===== src/rafp_pkg.sv =====
// Shared constants and the character decode for the card frame parser.
// No dependencies; used by the parser and its port checker.
package rafp_pkg;

	localparam int FRAME_CHARS = 12;
	localparam int ID_CHARS    = FRAME_CHARS - 2;
	localparam int ID_W        = 4 * ID_CHARS;

	localparam logic [7:0] START_BYTE = 8'h02;
	localparam logic [7:0] END_BYTE   = 8'h03;
	localparam logic [7:0] CHAR_0     = 8'h30;
	localparam logic [7:0] CHAR_9     = 8'h39;
	localparam logic [7:0] CHAR_UA    = 8'h41;
	localparam logic [7:0] CHAR_UE    = 8'h45;
	localparam logic [7:0] CHAR_LA    = 8'h61;
	localparam logic [7:0] CHAR_LF    = 8'h66;
	localparam logic [3:0] NIB_BAD    = 4'hF;
	localparam logic [3:0] NIB_A      = 4'hA;

	typedef logic [1:0] status_t;

	localparam status_t ST_OK      = 2'd0;
	localparam status_t ST_BAD_END = 2'd1;
	localparam status_t ST_ZEROS   = 2'd2;
	localparam status_t ST_CHECK   = 2'd3;

	// Map one ASCII hex character to its nibble; anything else reads as 0xF.
	function automatic logic [3:0] nibble_of(input logic [7:0] c);
		logic [7:0] d;
		logic [3:0] nib;
		d   = 8'h00;
		nib = NIB_BAD;
		if (c inside {[CHAR_0:CHAR_9]}) begin
			d   = c - CHAR_0;
			nib = d[3:0];
		end else if (c inside {[CHAR_UA:CHAR_UE]}) begin
			d   = c - CHAR_UA;
			nib = d[3:0] + NIB_A;
		end else if (c inside {[CHAR_LA:CHAR_LF]}) begin
			d   = c - CHAR_LA;
			nib = d[3:0] + NIB_A;
		end
		return nib;
	endfunction

endpackage


===== src/rfid_ascii_frame_parser.sv =====
// Card reader frame parser: start byte, twelve hex characters, end byte.
// Depends on rafp_pkg.
//
//  channel | handshake          | payload
//  --------+--------------------+-----------------------------------
//  rx      | rx_valid/rx_ready  | rx_byte[7:0]
//  res     | res_valid/res_ready| frame_status[1:0], card_id[39:0]
//
// One byte is taken per cycle while rx_ready is high; frame state is registered as each byte is taken.
// The byte in the end slot loads the result register; the result appears
// on the following cycle. rx_ready drops only while a result waits and
// res_ready is low. Reset clears the phase and the result valid flag.
module rfid_ascii_frame_parser (
	input  logic                      clk,
	input  logic                      arst_n,
	input  logic                      rx_valid,
	output logic                      rx_ready,
	input  logic [7:0]                rx_byte,
	output logic                      res_valid,
	input  logic                      res_ready,
	output logic [1:0]                frame_status,
	output logic [rafp_pkg::ID_W-1:0] card_id
);

	localparam logic [1:0] PH_HUNT  = 2'd0;
	localparam logic [1:0] PH_CHARS = 2'd1;
	localparam logic [1:0] PH_END   = 2'd2;

	localparam logic [3:0] ID_CNT    = 4'(rafp_pkg::ID_CHARS);
	localparam logic [3:0] FRAME_CNT = 4'(rafp_pkg::FRAME_CHARS);

	logic [1:0]                phase_q;
	logic [3:0]                count_q;
	logic [rafp_pkg::ID_W-1:0] id_q;
	logic [7:0]                xor_q;
	logic [7:0]                check_q;
	logic [3:0]                high_q;
	logic                      zeros_q;

	logic                      res_valid_q;
	rafp_pkg::status_t         status_q;
	logic [rafp_pkg::ID_W-1:0] card_id_q;

	logic                      rx_fire;
	logic [3:0]                nib;
	logic [7:0]                pair;
	logic [3:0]                count_nx;
	rafp_pkg::status_t         status_nx;

	assign rx_ready = !res_valid_q || res_ready;
	assign rx_fire  = rx_valid && rx_ready;
	assign nib      = rafp_pkg::nibble_of(rx_byte);
	assign pair     = {high_q, nib};
	assign count_nx = count_q + 4'd1;

	always_comb begin
		if (rx_byte != rafp_pkg::END_BYTE) begin
			status_nx = rafp_pkg::ST_BAD_END;
		end else if (zeros_q) begin
			status_nx = rafp_pkg::ST_ZEROS;
		end else if (check_q != xor_q) begin
			status_nx = rafp_pkg::ST_CHECK;
		end else begin
			status_nx = rafp_pkg::ST_OK;
		end
	end

	always_ff @(posedge clk or negedge arst_n) begin
		if (!arst_n) begin
			phase_q <= PH_HUNT;
			count_q <= 4'd0;
			id_q    <= '0;
			xor_q   <= 8'h00;
			check_q <= 8'h00;
			high_q  <= 4'h0;
			zeros_q <= 1'b1;
		end else if (rx_fire) begin
			case (phase_q)
				PH_CHARS: begin
					zeros_q <= zeros_q && (rx_byte == rafp_pkg::CHAR_0);
					if (count_q < ID_CNT) begin
						id_q <= {id_q[rafp_pkg::ID_W-5:0], nib};
					end
					if (!count_q[0]) begin
						high_q <= nib;
					end else if (count_q < ID_CNT) begin
						xor_q <= xor_q ^ pair;
					end else begin
						check_q <= pair;
					end
					count_q <= count_nx;
					if (count_nx >= FRAME_CNT) begin
						phase_q <= PH_END;
					end
				end
				PH_END: begin
					// result goes out; drop frame state either way
					phase_q <= PH_HUNT;
					count_q <= 4'd0;
					id_q    <= '0;
					xor_q   <= 8'h00;
					check_q <= 8'h00;
					high_q  <= 4'h0;
					zeros_q <= 1'b1;
				end
				default: begin
					if (rx_byte == rafp_pkg::START_BYTE) begin
						phase_q <= PH_CHARS;
						count_q <= 4'd0;
						id_q    <= '0;
						xor_q   <= 8'h00;
						check_q <= 8'h00;
						high_q  <= 4'h0;
						zeros_q <= 1'b1;
					end else begin
						phase_q <= PH_HUNT;
					end
				end
			endcase
		end
	end

	always_ff @(posedge clk or negedge arst_n) begin
		if (!arst_n) begin
			res_valid_q <= 1'b0;
		end else if (rx_fire && phase_q == PH_END) begin
			res_valid_q <= 1'b1;
		end else if (res_ready) begin
			res_valid_q <= 1'b0;
		end
	end

	always_ff @(posedge clk) begin
		if (rx_fire && phase_q == PH_END) begin
			status_q  <= status_nx;
			card_id_q <= (status_nx == rafp_pkg::ST_OK) ? id_q : '0;
		end
	end

	assign res_valid    = res_valid_q;
	assign frame_status = status_q;
	assign card_id      = card_id_q;

endmodule


===== config.mk =====
export PLATFORM = sky130hd
export DESIGN_NAME = rfid_ascii_frame_parser
export DESIGN_NICKNAME = d
export VERILOG_FILES = /design/src/rafp_pkg.sv /design/src/rfid_ascii_frame_parser.sv
export SDC_FILE = /design/constraint.sdc
export NUM_CORES = 1
export LEC_CHECK = 0
export BUFFER_PORTS_ARGS = -buffer_cell sky130_fd_sc_hd__buf_4
export CELL_PAD_IN_SITES_DETAIL_PLACEMENT = 1
export CELL_PAD_IN_SITES_GLOBAL_PLACEMENT = 1
export CORE_MARGIN = 2
export CORE_UTILIZATION = 25
export CTS_CLUSTER_DIAMETER = 150
export CTS_CLUSTER_SIZE = 30
export DETAILED_ROUTE_END_ITERATION = 10
export PLACE_DENSITY = 0.44
export SYNTH_ARGS = -nofsm -noshare
export SYNTH_HDL_FRONTEND = slang
export SYNTH_SLANG_ARGS = --single-unit

===== constraint.sdc =====
create_clock -name clk -period 3.4 [get_ports clk]
set_input_delay 0.34 -clock clk [delete_from_list [all_inputs] [get_ports clk]]
set_output_delay 0.34 -clock clk [all_outputs]
set_load 0.02 [all_outputs]

-- Word level (Yosys, flattened, before mapping)
Cells that the tools add are included.
- bits in writable memories: 0
- bits of input ports: 12
- bits in latches: 0
- word-level logic and storage cells: 80
- bits in registers: 110
- ROM bits: 0
- output and inout bits: 44
- memories kept: 0
- add/subtract/negate cells: 6
- $mul: 0
- reductions and logical operators: 17
- magnitude comparators: 8
- div/mod/pow operators: 0
- shift-type cells: 0
- eq/ne operators: 11
- multiplexer cells: 27
- bitwise gates (word level): 1
- operators with widths (operator ; number):
    $mux 40 ; 2
    $pmux 40 s2 ; 1
    $mux 8 ; 5
    $pmux 8 s2 ; 2
    $mux 4 ; 5
    $ge 8x7->1 const B ; 2
    $le 8x7->1 const B ; 2
    $pmux 4 s2 ; 2
    $sub 4x1->4 const B ; 3
    $ne 2x2->1 const B ; 5
    $add 4x4->4 const B ; 2
    $eq 8x2->1 const B ; 1
    $eq 8x6->1 const B ; 1
    $ge 8x6->1 const B ; 1
    $le 8x6->1 const B ; 1
    $mux 2 ; 4
    $ne 8x2->1 const B ; 1
    $ne 8x8->1 ; 1
    $reduce_and 4->1 ; 2
    $xor 8x8->8 ; 1
    $logic_and 1x1->1 ; 6
    $reduce_and 3->1 ; 2
    $add 4x1->4 const B ; 1
    $ge 4x4->1 const B ; 1
    12 further kinds ; 16

-- Longest topological paths before layout
Gate-level depths: netlist (run 1).
- depth in word-level cells: 9
- mapped depth: 8
- depth with buffers taken out: 7

-- Worst setup path after synthesis (run 1)
Ideal clock, no wire load.
- kind: flip-flop to flip-flop
- start: register res_valid_q (netlist: res_valid)
- end: register card_id_q, in the netlist card_id[0], enable pin
- library setup time: 0.397 ns
- path buffers: 1
- slack: 1.057 ns
- arrival time: 1.947 ns
- required time: 3.003 ns
- period minus slack after synthesis: 2.343 ns
- stages on the path, launching flop included: 6
- cell sequence: dfrtp_1 nand2b_1 and2_1 buf_2 nand2_1 inv_1
- cells in the longest elaborated chain, start to end: 4
- RTL lines (item ; line ; RTL):
    start: declaration ; rfid_ascii_frame_parser.sv:40 ; logic res_valid_q;
    start signal: assignment ; rfid_ascii_frame_parser.sv:125 ; res_valid_q <= 1'b0;
    start signal: assignment ; rfid_ascii_frame_parser.sv:127 ; res_valid_q <= 1'b1;
    start signal: assignment ; rfid_ascii_frame_parser.sv:129 ; res_valid_q <= 1'b0;
    $logic_not 1->1 ; rfid_ascii_frame_parser.sv:50 ; assign rx_ready = !res_valid_q || res_ready;
    $logic_or 1x1->1 ; rfid_ascii_frame_parser.sv:50 ;
    named net rx_ready ; rfid_ascii_frame_parser.sv:17 ; output logic rx_ready,
    $logic_and 1x1->1 ; rfid_ascii_frame_parser.sv:51 ; assign rx_fire = rx_valid && rx_ready;
    $logic_and 1x1->1 ; rfid_ascii_frame_parser.sv:134 ; if (rx_fire && phase_q == PH_END) begin
    end signal: assignment ; rfid_ascii_frame_parser.sv:136 ; card_id_q <= (status_nx == rafp_pkg::ST_OK) ? id_q : '0;
    end: declaration ; rfid_ascii_frame_parser.sv:42 ; logic [rafp_pkg::ID_W-1:0] card_id_q;
The timed path passes the listed nets, and every way through them passes these cells.
A chain may end at the register's enable or synchronous reset.

-- Final worst setup path (run 1)
- start: register phase_q[1]
- end: register xor_q[4]
- cells in the longest elaborated chain, start to end: 3
- elaborated cells between the ends (all ways): 7
- classes of those cells: eq/ne (4); mux (1); reduce/logical (2)
- RTL lines (item ; line ; RTL):
    start: declaration ; rfid_ascii_frame_parser.sv:32 ; logic [1:0] phase_q;
    start signal: assignment ; rfid_ascii_frame_parser.sv:70 ; phase_q <= PH_HUNT;
    start signal: assignment ; rfid_ascii_frame_parser.sv:93 ; phase_q <= PH_END;
    start signal: assignment ; rfid_ascii_frame_parser.sv:98 ; phase_q <= PH_HUNT;
    $eq 2x1->1 or $eq 2x2->1 (tied branches) ; rfid_ascii_frame_parser.sv:78 ; case (phase_q)
    $ne 2x2->1 (no line) or $reduce_bool 3->1 (tied branches) ; -- ;
    $reduce_and 4->1 (no line) ; -- ;
    end signal: assignment ; rfid_ascii_frame_parser.sv:87 ; xor_q <= xor_q ^ pair;
    end: declaration ; rfid_ascii_frame_parser.sv:35 ; logic [7:0] xor_q;
Parallel ways exist; a longest one is shown, timed or not.

==> results of run 1 <==
## critical path: stages, from the launching register on
cell and delay [ps]:
dfrtp_1 400, inv_1 60, ha_1 450, and2_1 290, nand4_1 140, o21a_1 270
or3_1 360, a21oi_1 140
## synth_stat cells, drive strengths merged, types with 4 or more instances
| master | n |
|---|---|
| dfrtp | 67 |
| o21ai | 14 |
| xor2 | 8 |
| a21o | 5 |
| nand2b | 6 |
| a22o | 47 |
| buf | 7 |
| nand4 | 4 |
| nor2 | 6 |
| edfxtp | 42 |
| o2bb2ai | 4 |
| clkbuf | 9 |
| a21oi | 9 |
| nor3 | 4 |
| inv | 14 |
| ha | 8 |
| or3 | 5 |
| nand2 | 17 |
| and2 | 44 |
| nand3 | 7 |
## metrics by stage
step           setup slack (ps)  hold slack (ps)  area, sq um  cells  util [%]
2_1_floorplan              1057            44.41         4701    362         -
3_3_place_gp               1184            491.8         5376    640     28.94
3_5_place_dp               1176            486.6         5376    640     28.94
4_1_cts                    1153            153.5         5673    656     30.53
5_1_grt                   951.0            191.0         5673    656     30.53
6_report                   1203            106.8         5673    656     30.53
## kinds of logic (layout without fill, tap and decap cells)
kind of cell / count (synthesis) / after routing / share of synthesized area, %
AOI/OAI and AO/OA: 96 / 96 / 15.84
xor gates and xnor gates: 9 / 9 / 1.677
adders and majority gates: 8 / 8 / 2.129
buffers and inverters: 30 / 90 / 2.715
DFF: 110 / 110 / 63.06
muxes: 2 / 2 / 0.4259
and+or+nand+nor: 107 / 107 / 14.16
## state kept, by name, indices dropped and copies added, names as in the netlist
signal        cells
check_q           8
card_id          40
frame_status      2
phase_q           2
xor_q             8
count_q           4
zeros_q           1
id_q             40
res_valid         1
high_q            4
## report_power, final
part / internal (W) / total (W) / switching, W
clock: 0.000581 / 0.00109 / 0.000506
combinational: 0.000123 / 0.000262 / 0.000139
sequential: 0.00147 / 0.00156 / 0.0000904
total: 0.00217 / 0.00291 / 0.000735
## final timing paths
kind                       startpoint          to  slack [ps]
max                        phase_q[1]    xor_q[4]        1200
min                            arst_n  phase_q[0]         110
max reg2reg                phase_q[1]    xor_q[4]        1200
min reg2reg                  id_q[39]    id_q[39]         500
max in group asynchronous      arst_n    id_q[28]        2700
min in group clk           rx_byte[7]  phase_q[0]         340
## final cells by class
class	count	area [sq um]
Tap cell	234	292.8
Inverter	14	52.55
Clock buffer	11	232.7
Fill cell	2005	12910
Clock inverter	5	63.81
Multi-Input combinational cell	222	1617
Sequential cell	110	2964
Timing Repair Buffer	60	450.4
## per-layer routing
| layer | part of all wire [%] | GRT usage (%) |
|---|---|---|
| met1 | 48 | 15.41 |
| met2 | 47 | 18.06 |
| met3 | 3.0 | 2.038 |
| met4 | 2.4 | 5.053 |
| met5 | 0 | 0 |
==> summary.md, run 1 <==
| Metric | Value |
|---|---|
| Status | complete, no violations |
| Commonest non-fill, non-tap cell in the layout | dfrtp_1 |
| Mapped Avg Cell Area | 12.99 sq um |
| CP startpoint kind | register |
| First drt pass iteration count | 4 |
| Critical Setup Path Class | reg2reg |
| LEAKAGE | 2.483 nW |
| # Max-Cap Violations | 0 |
| Final number of setup-violating endpoints | 0 |
| Gr usage total | roughly 11% |
| Vias in the first global route | around 3200 |
| ANT cells | 0 |
| Post-CTS Setup Repair Bufs | 0 |
| Die Height | 141.1 um |
| Via-to-Cell Ratio | approximately 4.6 |
| Post-route ant nets | 0 |
| Num Clock Sinks | 110 |
| TritonCTS Buffers | 9 |
| Req. time, crit path | 3670 ps |
| Gpl congestion | 0.8083 |
| Min Tclk post-route | ~2200 ps |
| DRT Wirelength | 10.61 mm |
| Synth top area cells | dfrtp_1 36%, edfxtp_1 27%, a22o_1 8.8% |
| Highest-count cells in the layout ignoring fill and taps | 67 x dfrtp_1, 60 x buf_4, 47 x a22o_1 |
| #FFs+latches synth | between 100 and 150 |
| CTS-repair resized insts | 0 |
| Final HPWL DP | 7.075 mm |
| Yosys top cell by area | dfrtp_1 |
| DRC | 0 |
| Htree depth | 3 |
| Later-pin clock latency in the skew report | 350 ps |
| Row count | 50 |
| Global-route wire length before repair | ~18 mm |
| CTS tree | yes |
| Width of the die | about 140 um |
| Yosys cell types | 53 |
| Cell Area, Synth | roughly 0.0047 sq mm |
| RSZ-0062 raised after global routing | false |
| Synth Flop Type | dfrtp_1 |
| Syn Nets | between 300 and 400 |
| Clk buf depth | 2 |
| Layout cell share with drive strength beyond 1 | 21.09% |
| Initial DRC Count | 200 |
| Syn. warnings | 0 |
| CP endpoint kind | register |
| Reg2reg path depth | 7 |
| Arrival time worst endpoint | 2470 ps |
| Asr flop ratio synth | roughly 62% |
| Max VDD drop | between 0.2 and 0.25 mV |
| Critical-path maximum fanout | 14 |
| Placeable Area | roughly 0.019 sq mm |
| Via count | approximately 3000 |
| Area delta synth->final | 20.68% |
| Final Hold Fails | 0 |
| Fin nets | about 440 |
| Number of synthesized flops with an enable pin | between 40 and 50 |
| Initial antenna violation count | 0 |
| Total grt overflow | 0 |
| Port Buf Inserts | 55 |
| Setup_tns | 0 ps |
| Max-slew headroom | 39.96% |
| F_max | about 460 MHz |
| Die footprint | between 0.015 and 0.02 sq mm |
| Post-synthesis sequential area ratio | between 60% and 70% |
| Skew final | between 8 and 9 ps |
| Routed len/inst | approximately 16 um |
| Tightest Hold Check Type | in2async |
| Cts hold-fix bufs | 0 |
| Design Power | approximately 0.0029 W |
| Largest net degree at the start of global routing | 69 |
| Worst Tran Pin Value | ~900 ps |
| Clk slew on worst S/H paths | about 70 ps |
| Area share of the largest cell type after synthesis | about 36% |
| Cells after Synth | between 300 and 400 |
| Clock root cell | clkbuf_16 |
| IO Pins | 56 |
| Final period util | between 60 and 70% |
| Power Density | slightly above 500 mW/mm^2 |
| Final Max Slew Viols | 0 |
| Initial Util | 25.30% |
No activity file was read; power rests on OpenSTA's default activity.
==> inputs of run 2 (changes only) <==
--- a/config.mk
+++ b/config.mk
@@ -5,6 +5,7 @@
 export SDC_FILE = /design/constraint.sdc
 export NUM_CORES = 1
 export LEC_CHECK = 0
+export ABC_AREA = 1
 export BUFFER_PORTS_ARGS = -buffer_cell sky130_fd_sc_hd__buf_4
 export CELL_PAD_IN_SITES_DETAIL_PLACEMENT = 1
 export CELL_PAD_IN_SITES_GLOBAL_PLACEMENT = 1
@@ -13,7 +14,7 @@
 export CTS_CLUSTER_DIAMETER = 150
 export CTS_CLUSTER_SIZE = 30
 export DETAILED_ROUTE_END_ITERATION = 10
-export PLACE_DENSITY = 0.44
+export PLACE_DENSITY = 0.48
 export SYNTH_ARGS = -nofsm -noshare
 export SYNTH_HDL_FRONTEND = slang
 export SYNTH_SLANG_ARGS = --single-unit
==> constraint.sdc (replaced) <==
create_clock -name clk -period 1.9 [get_ports clk]
set_input_delay 0.19 -clock clk [delete_from_list [all_inputs] [get_ports clk]]
set_output_delay 0.19 -clock clk [all_outputs]
set_load 0.02 [all_outputs]
==> summary.md, run 2 <==
| Metric | Value |
|---|---|
| Initial Util | 25.57% (was 25.30%) |
| Fin nets | 537 (was 437) |
| Worst r2r src | phase_q[0] (was phase_q[1]) |
| DRC | 0 (unchanged) |
| Pre-CTS setup slack | 150.7 ps (was 1176 ps) |
| Critical Setup Path Class | reg2reg (unchanged) |
| DRT Wirelength | 10.26 mm (was 10.61 mm) |
| Max VDD drop | 0.4046 mV (was 0.2457 mV) |
| Total grt overflow | 0 (unchanged) |
| Fin Hold WS | 161.9 ps (was 106.8 ps) |
| LEAKAGE | 2.420 nW (was 2.483 nW) |
| Cells after Synth | 451 (was 362) |
| Clk slew on worst S/H paths | 70 ps (about the same) |
| Synth top area cells | dfrtp_1 36%, edfxtp_1 27%, inv_1 6.0% (was dfrtp_1 36%, edfxtp_1 27%, a22o_1 8.8%) |
| Later-pin clock latency in the skew report | 350 ps (about the same) |
| Clk buf depth | 2 (unchanged) |
| Reg2reg end | id_q[2] (was xor_q[4]) |
| RSZ-0062 raised after global routing | false (unchanged) |
| Initial DRC Count | 136 (was 200) |
| Post-route ant nets | 0 (unchanged) |
| Worst Tran Pin Value | 444.6 ps (was 900.6 ps) |
| Flop2flop setup slack | 210 ps (was 1200 ps) |
| Asr flop ratio synth | 61.82% (unchanged) |
| Min-delay src | res_ready |
| Yosys top cell by area | dfrtp_1 (unchanged) |
| Final Hold Fails | 0 (unchanged) |
| ANT cells | 0 (unchanged) |
| Synth Flop Type | dfrtp_1 (unchanged) |
| TritonCTS Buffers | 9 (unchanged) |
| Via count | 3194 (was 3019) |
| Die Height | 139.8 um (was 141.1 um) |
| Commonest non-fill, non-tap cell in the layout | inv_1 (was dfrtp_1) |
| Layout cell share with drive strength beyond 1 | 18.20% (was 21.09%) |
| Setup_tns | 0 ps (unchanged) |
| Post-synthesis sequential area ratio | 64.31% (was 63.06%) |
| Placed Instance Area | 0.005380 sq mm (was 0.005376 sq mm) |
| Post-CTS Setup Repair Bufs | 0 (unchanged) |
| Initial antenna violation count | 0 (unchanged) |
| F_max | 592.0 MHz (was 455.2 MHz) |
| Yosys cell types | 33 (was 53) |
| Final Max Slew Viols | 0 (unchanged) |
| Fill count | 2067 (was 2005) |
| CTS tree | yes (unchanged) |
| IO Pins | 56 (unchanged) |
| # Max-Cap Violations | 0 (unchanged) |
| Port Buf Inserts | 55 (unchanged) |
| Tightest Hold Check Type | in2reg (was in2async) |
| Syn Nets | 471 (was 382) |
| Reg2reg path depth | 7 (unchanged) |
| Area share of the largest cell type after synthesis | 36.37% (was 35.67%) |
| First drt pass iteration count | 4 (unchanged) |
| Clock root cell | clkbuf_16 (unchanged) |
| Via-to-Cell Ratio | 4.253 (was 4.602) |
| Final HPWL DP | 7.230 mm (was 7.075 mm) |
| CP startpoint kind | register (unchanged) |
| Number of synthesized flops with an enable pin | 42 (unchanged) |
| Cell Area, Synth | 0.004609 sq mm (was 0.004701 sq mm) |
| Area delta synth->final | 22.64% (was 20.68%) |
| Width of the die | 139.8 um (was 141.1 um) |
| Arrival time worst endpoint | 1920 ps (was 2470 ps) |
| Htree depth | 3 (unchanged) |
| CP endpoint kind | register (unchanged) |
| Critical-path maximum fanout | 39 (was 14) |
| Row count | 49 (was 50) |
| Hold depth | 4 |
| Syn. warnings | 0 (unchanged) |
| Skew final | 8.921 ps (was 8.958 ps) |
| Final worst slack | 210.8 ps (was 1203 ps) |
| Vias in the first global route | 3319 (was 3207) |
| Largest net degree at the start of global routing | 43 (was 69) |
| Most common cell in the synthesized netlist | inv_1 (was dfrtp_1) |
| Mapped Avg Cell Area | 10.22 sq um (was 12.99 sq um) |
| #FFs+latches synth | 110 (unchanged) |
| Final core utilization | 31.36% (was 30.53%) |
| Gpl congestion | 0.7865 (was 0.8083) |
| Power Density | 863.2 mW/mm^2 (was 512.5 mW/mm^2) |
| Num Clock Sinks | 110 (unchanged) |
| Routed len/inst | 13.66 um (was 16.17 um) |
| Design area | 0.005653 sq mm (was 0.005673 sq mm) |
| Die footprint | 0.01954 sq mm (was 0.01992 sq mm) |
| Placeable Area | 0.01802 sq mm (was 0.01858 sq mm) |
| Req. time, crit path | 2140 ps (was 3670 ps) |
| Status | complete, no violations (unchanged) |
| Final number of setup-violating endpoints | 0 (unchanged) |
| Gr usage total | 11.11% (was 11.43%) |
| Final period util | 88.91% (was 64.62%) |
| Min Tclk post-route | 1689 ps (was 2197 ps) |
| Hold Path End | res_valid |
| Highest-count cells in the layout ignoring fill and taps | 74 x inv_1, 68 x nor2_1, 67 x dfrtp_1 (was 67 x dfrtp_1, 60 x buf_4, 47 x a22o_1) |
| Max-slew headroom | 70.29% (was 39.96%) |
| Global-route wire length before repair | 17.26 mm (was 17.64 mm) |
| Top post-synthesis cells by count | 74 x inv_1, 69 x nor2_1, 67 x dfrtp_1 (was 67 x dfrtp_1, 47 x a22o_1, 43 x and2_1) |
==> run 2: cell count changes after synthesis, moves of 8 or more <==
| cell | previous run | this run |
|---|---|---|
| a22o_1 | 47 | 0 |
| and2_1 | 43 | 0 |
| inv_1 | 14 | 74 |
| nand2_1 | 17 | 63 |
| nand3_1 | 7 | 18 |
| nor2_1 | 6 | 69 |
| o21ai_0 | 3 | 22 |
| o21ai_1 | 10 | 2 |
| o22ai_1 | 1 | 42 |
==> run 2: timing repair <==
action                                  CTS  global route
resized for setup                         0             1
endpoints found under the hold margin    26             0
hold buffers                              1             0
endpoints found under the setup margin    0             1
==> run 2: per-stage QoR <==
step / total power (W) / cells
final: 0.004880 / 751
after global placement: 0.003208 / 734
after global routing: 0.005120 / 751
after detailed placement: 0.003221 / 734
after CTS: 0.004973 / 751
after floorplan: 0.002973 / 451
==> run 2: power by group <==
part | internal [W] | switching [W]
combinational | 0.000203 | 0.000345
sequential | 0.00257 | 0.0000406
clock | 0.000892 | 0.000833
==> run 2: cells by family after synthesis <==
group	after synthesis	synth area share, %
xor gates and xnor gates	2	0.3801
adders and majority gates	8	2.172
DFF	110	64.31
AOI/OAI and AO/OA	79	10.59
buffers and inverters	90	8.116
and+or+nand+nor	162	14.44
==> run 2: layer usage <==
metal | vias to the layer above | global-route usage (%) | wire, um
li1 | 1603 | - | -
met1 | 1525 | 14.29 | 4729
met2 | 54 | 18.36 | 4937
met3 | 12 | 2.099 | 389
met4 | 0 | 4.737 | 199
met5 | - | 0 | 0
==> run 2: cell type report <==
type	count	area, sq um	area share, %
Clock inverter	3	22.52	0.3984
Timing Repair Buffer	69	570.5	10.09
Clock buffer	13	240.2	4.250
Tap cell	229	286.5	5.069
Sequential cell	110	2964	52.43
Multi-Input combinational cell	251	1279	22.62
Inverter	76	290.3	5.135
==> run 2: worst max-delay path by stage <==
stage / startpoint / to / slack, ps
final: phase_q[0] / id_q[2] / 210
after global routing: phase_q[0] / id_q[2] / 20
after CTS: phase_q[1] / xor_q[7] / 150
after detailed placement: rx_byte[0] / xor_q[5] / 150
after global placement: rx_byte[0] / xor_q[2] / 180
after floorplan: res_valid / card_id[0] / 0.09
==> run 2: worst max-delay path, stage by stage, from the launching register on <==
cell	delay [ps]
dfrtp_1	400
ha_1	270
buf_4	170
nand3_1	70
buf_4	390
inv_1	110
nand2_1	90
o21ai_0	70
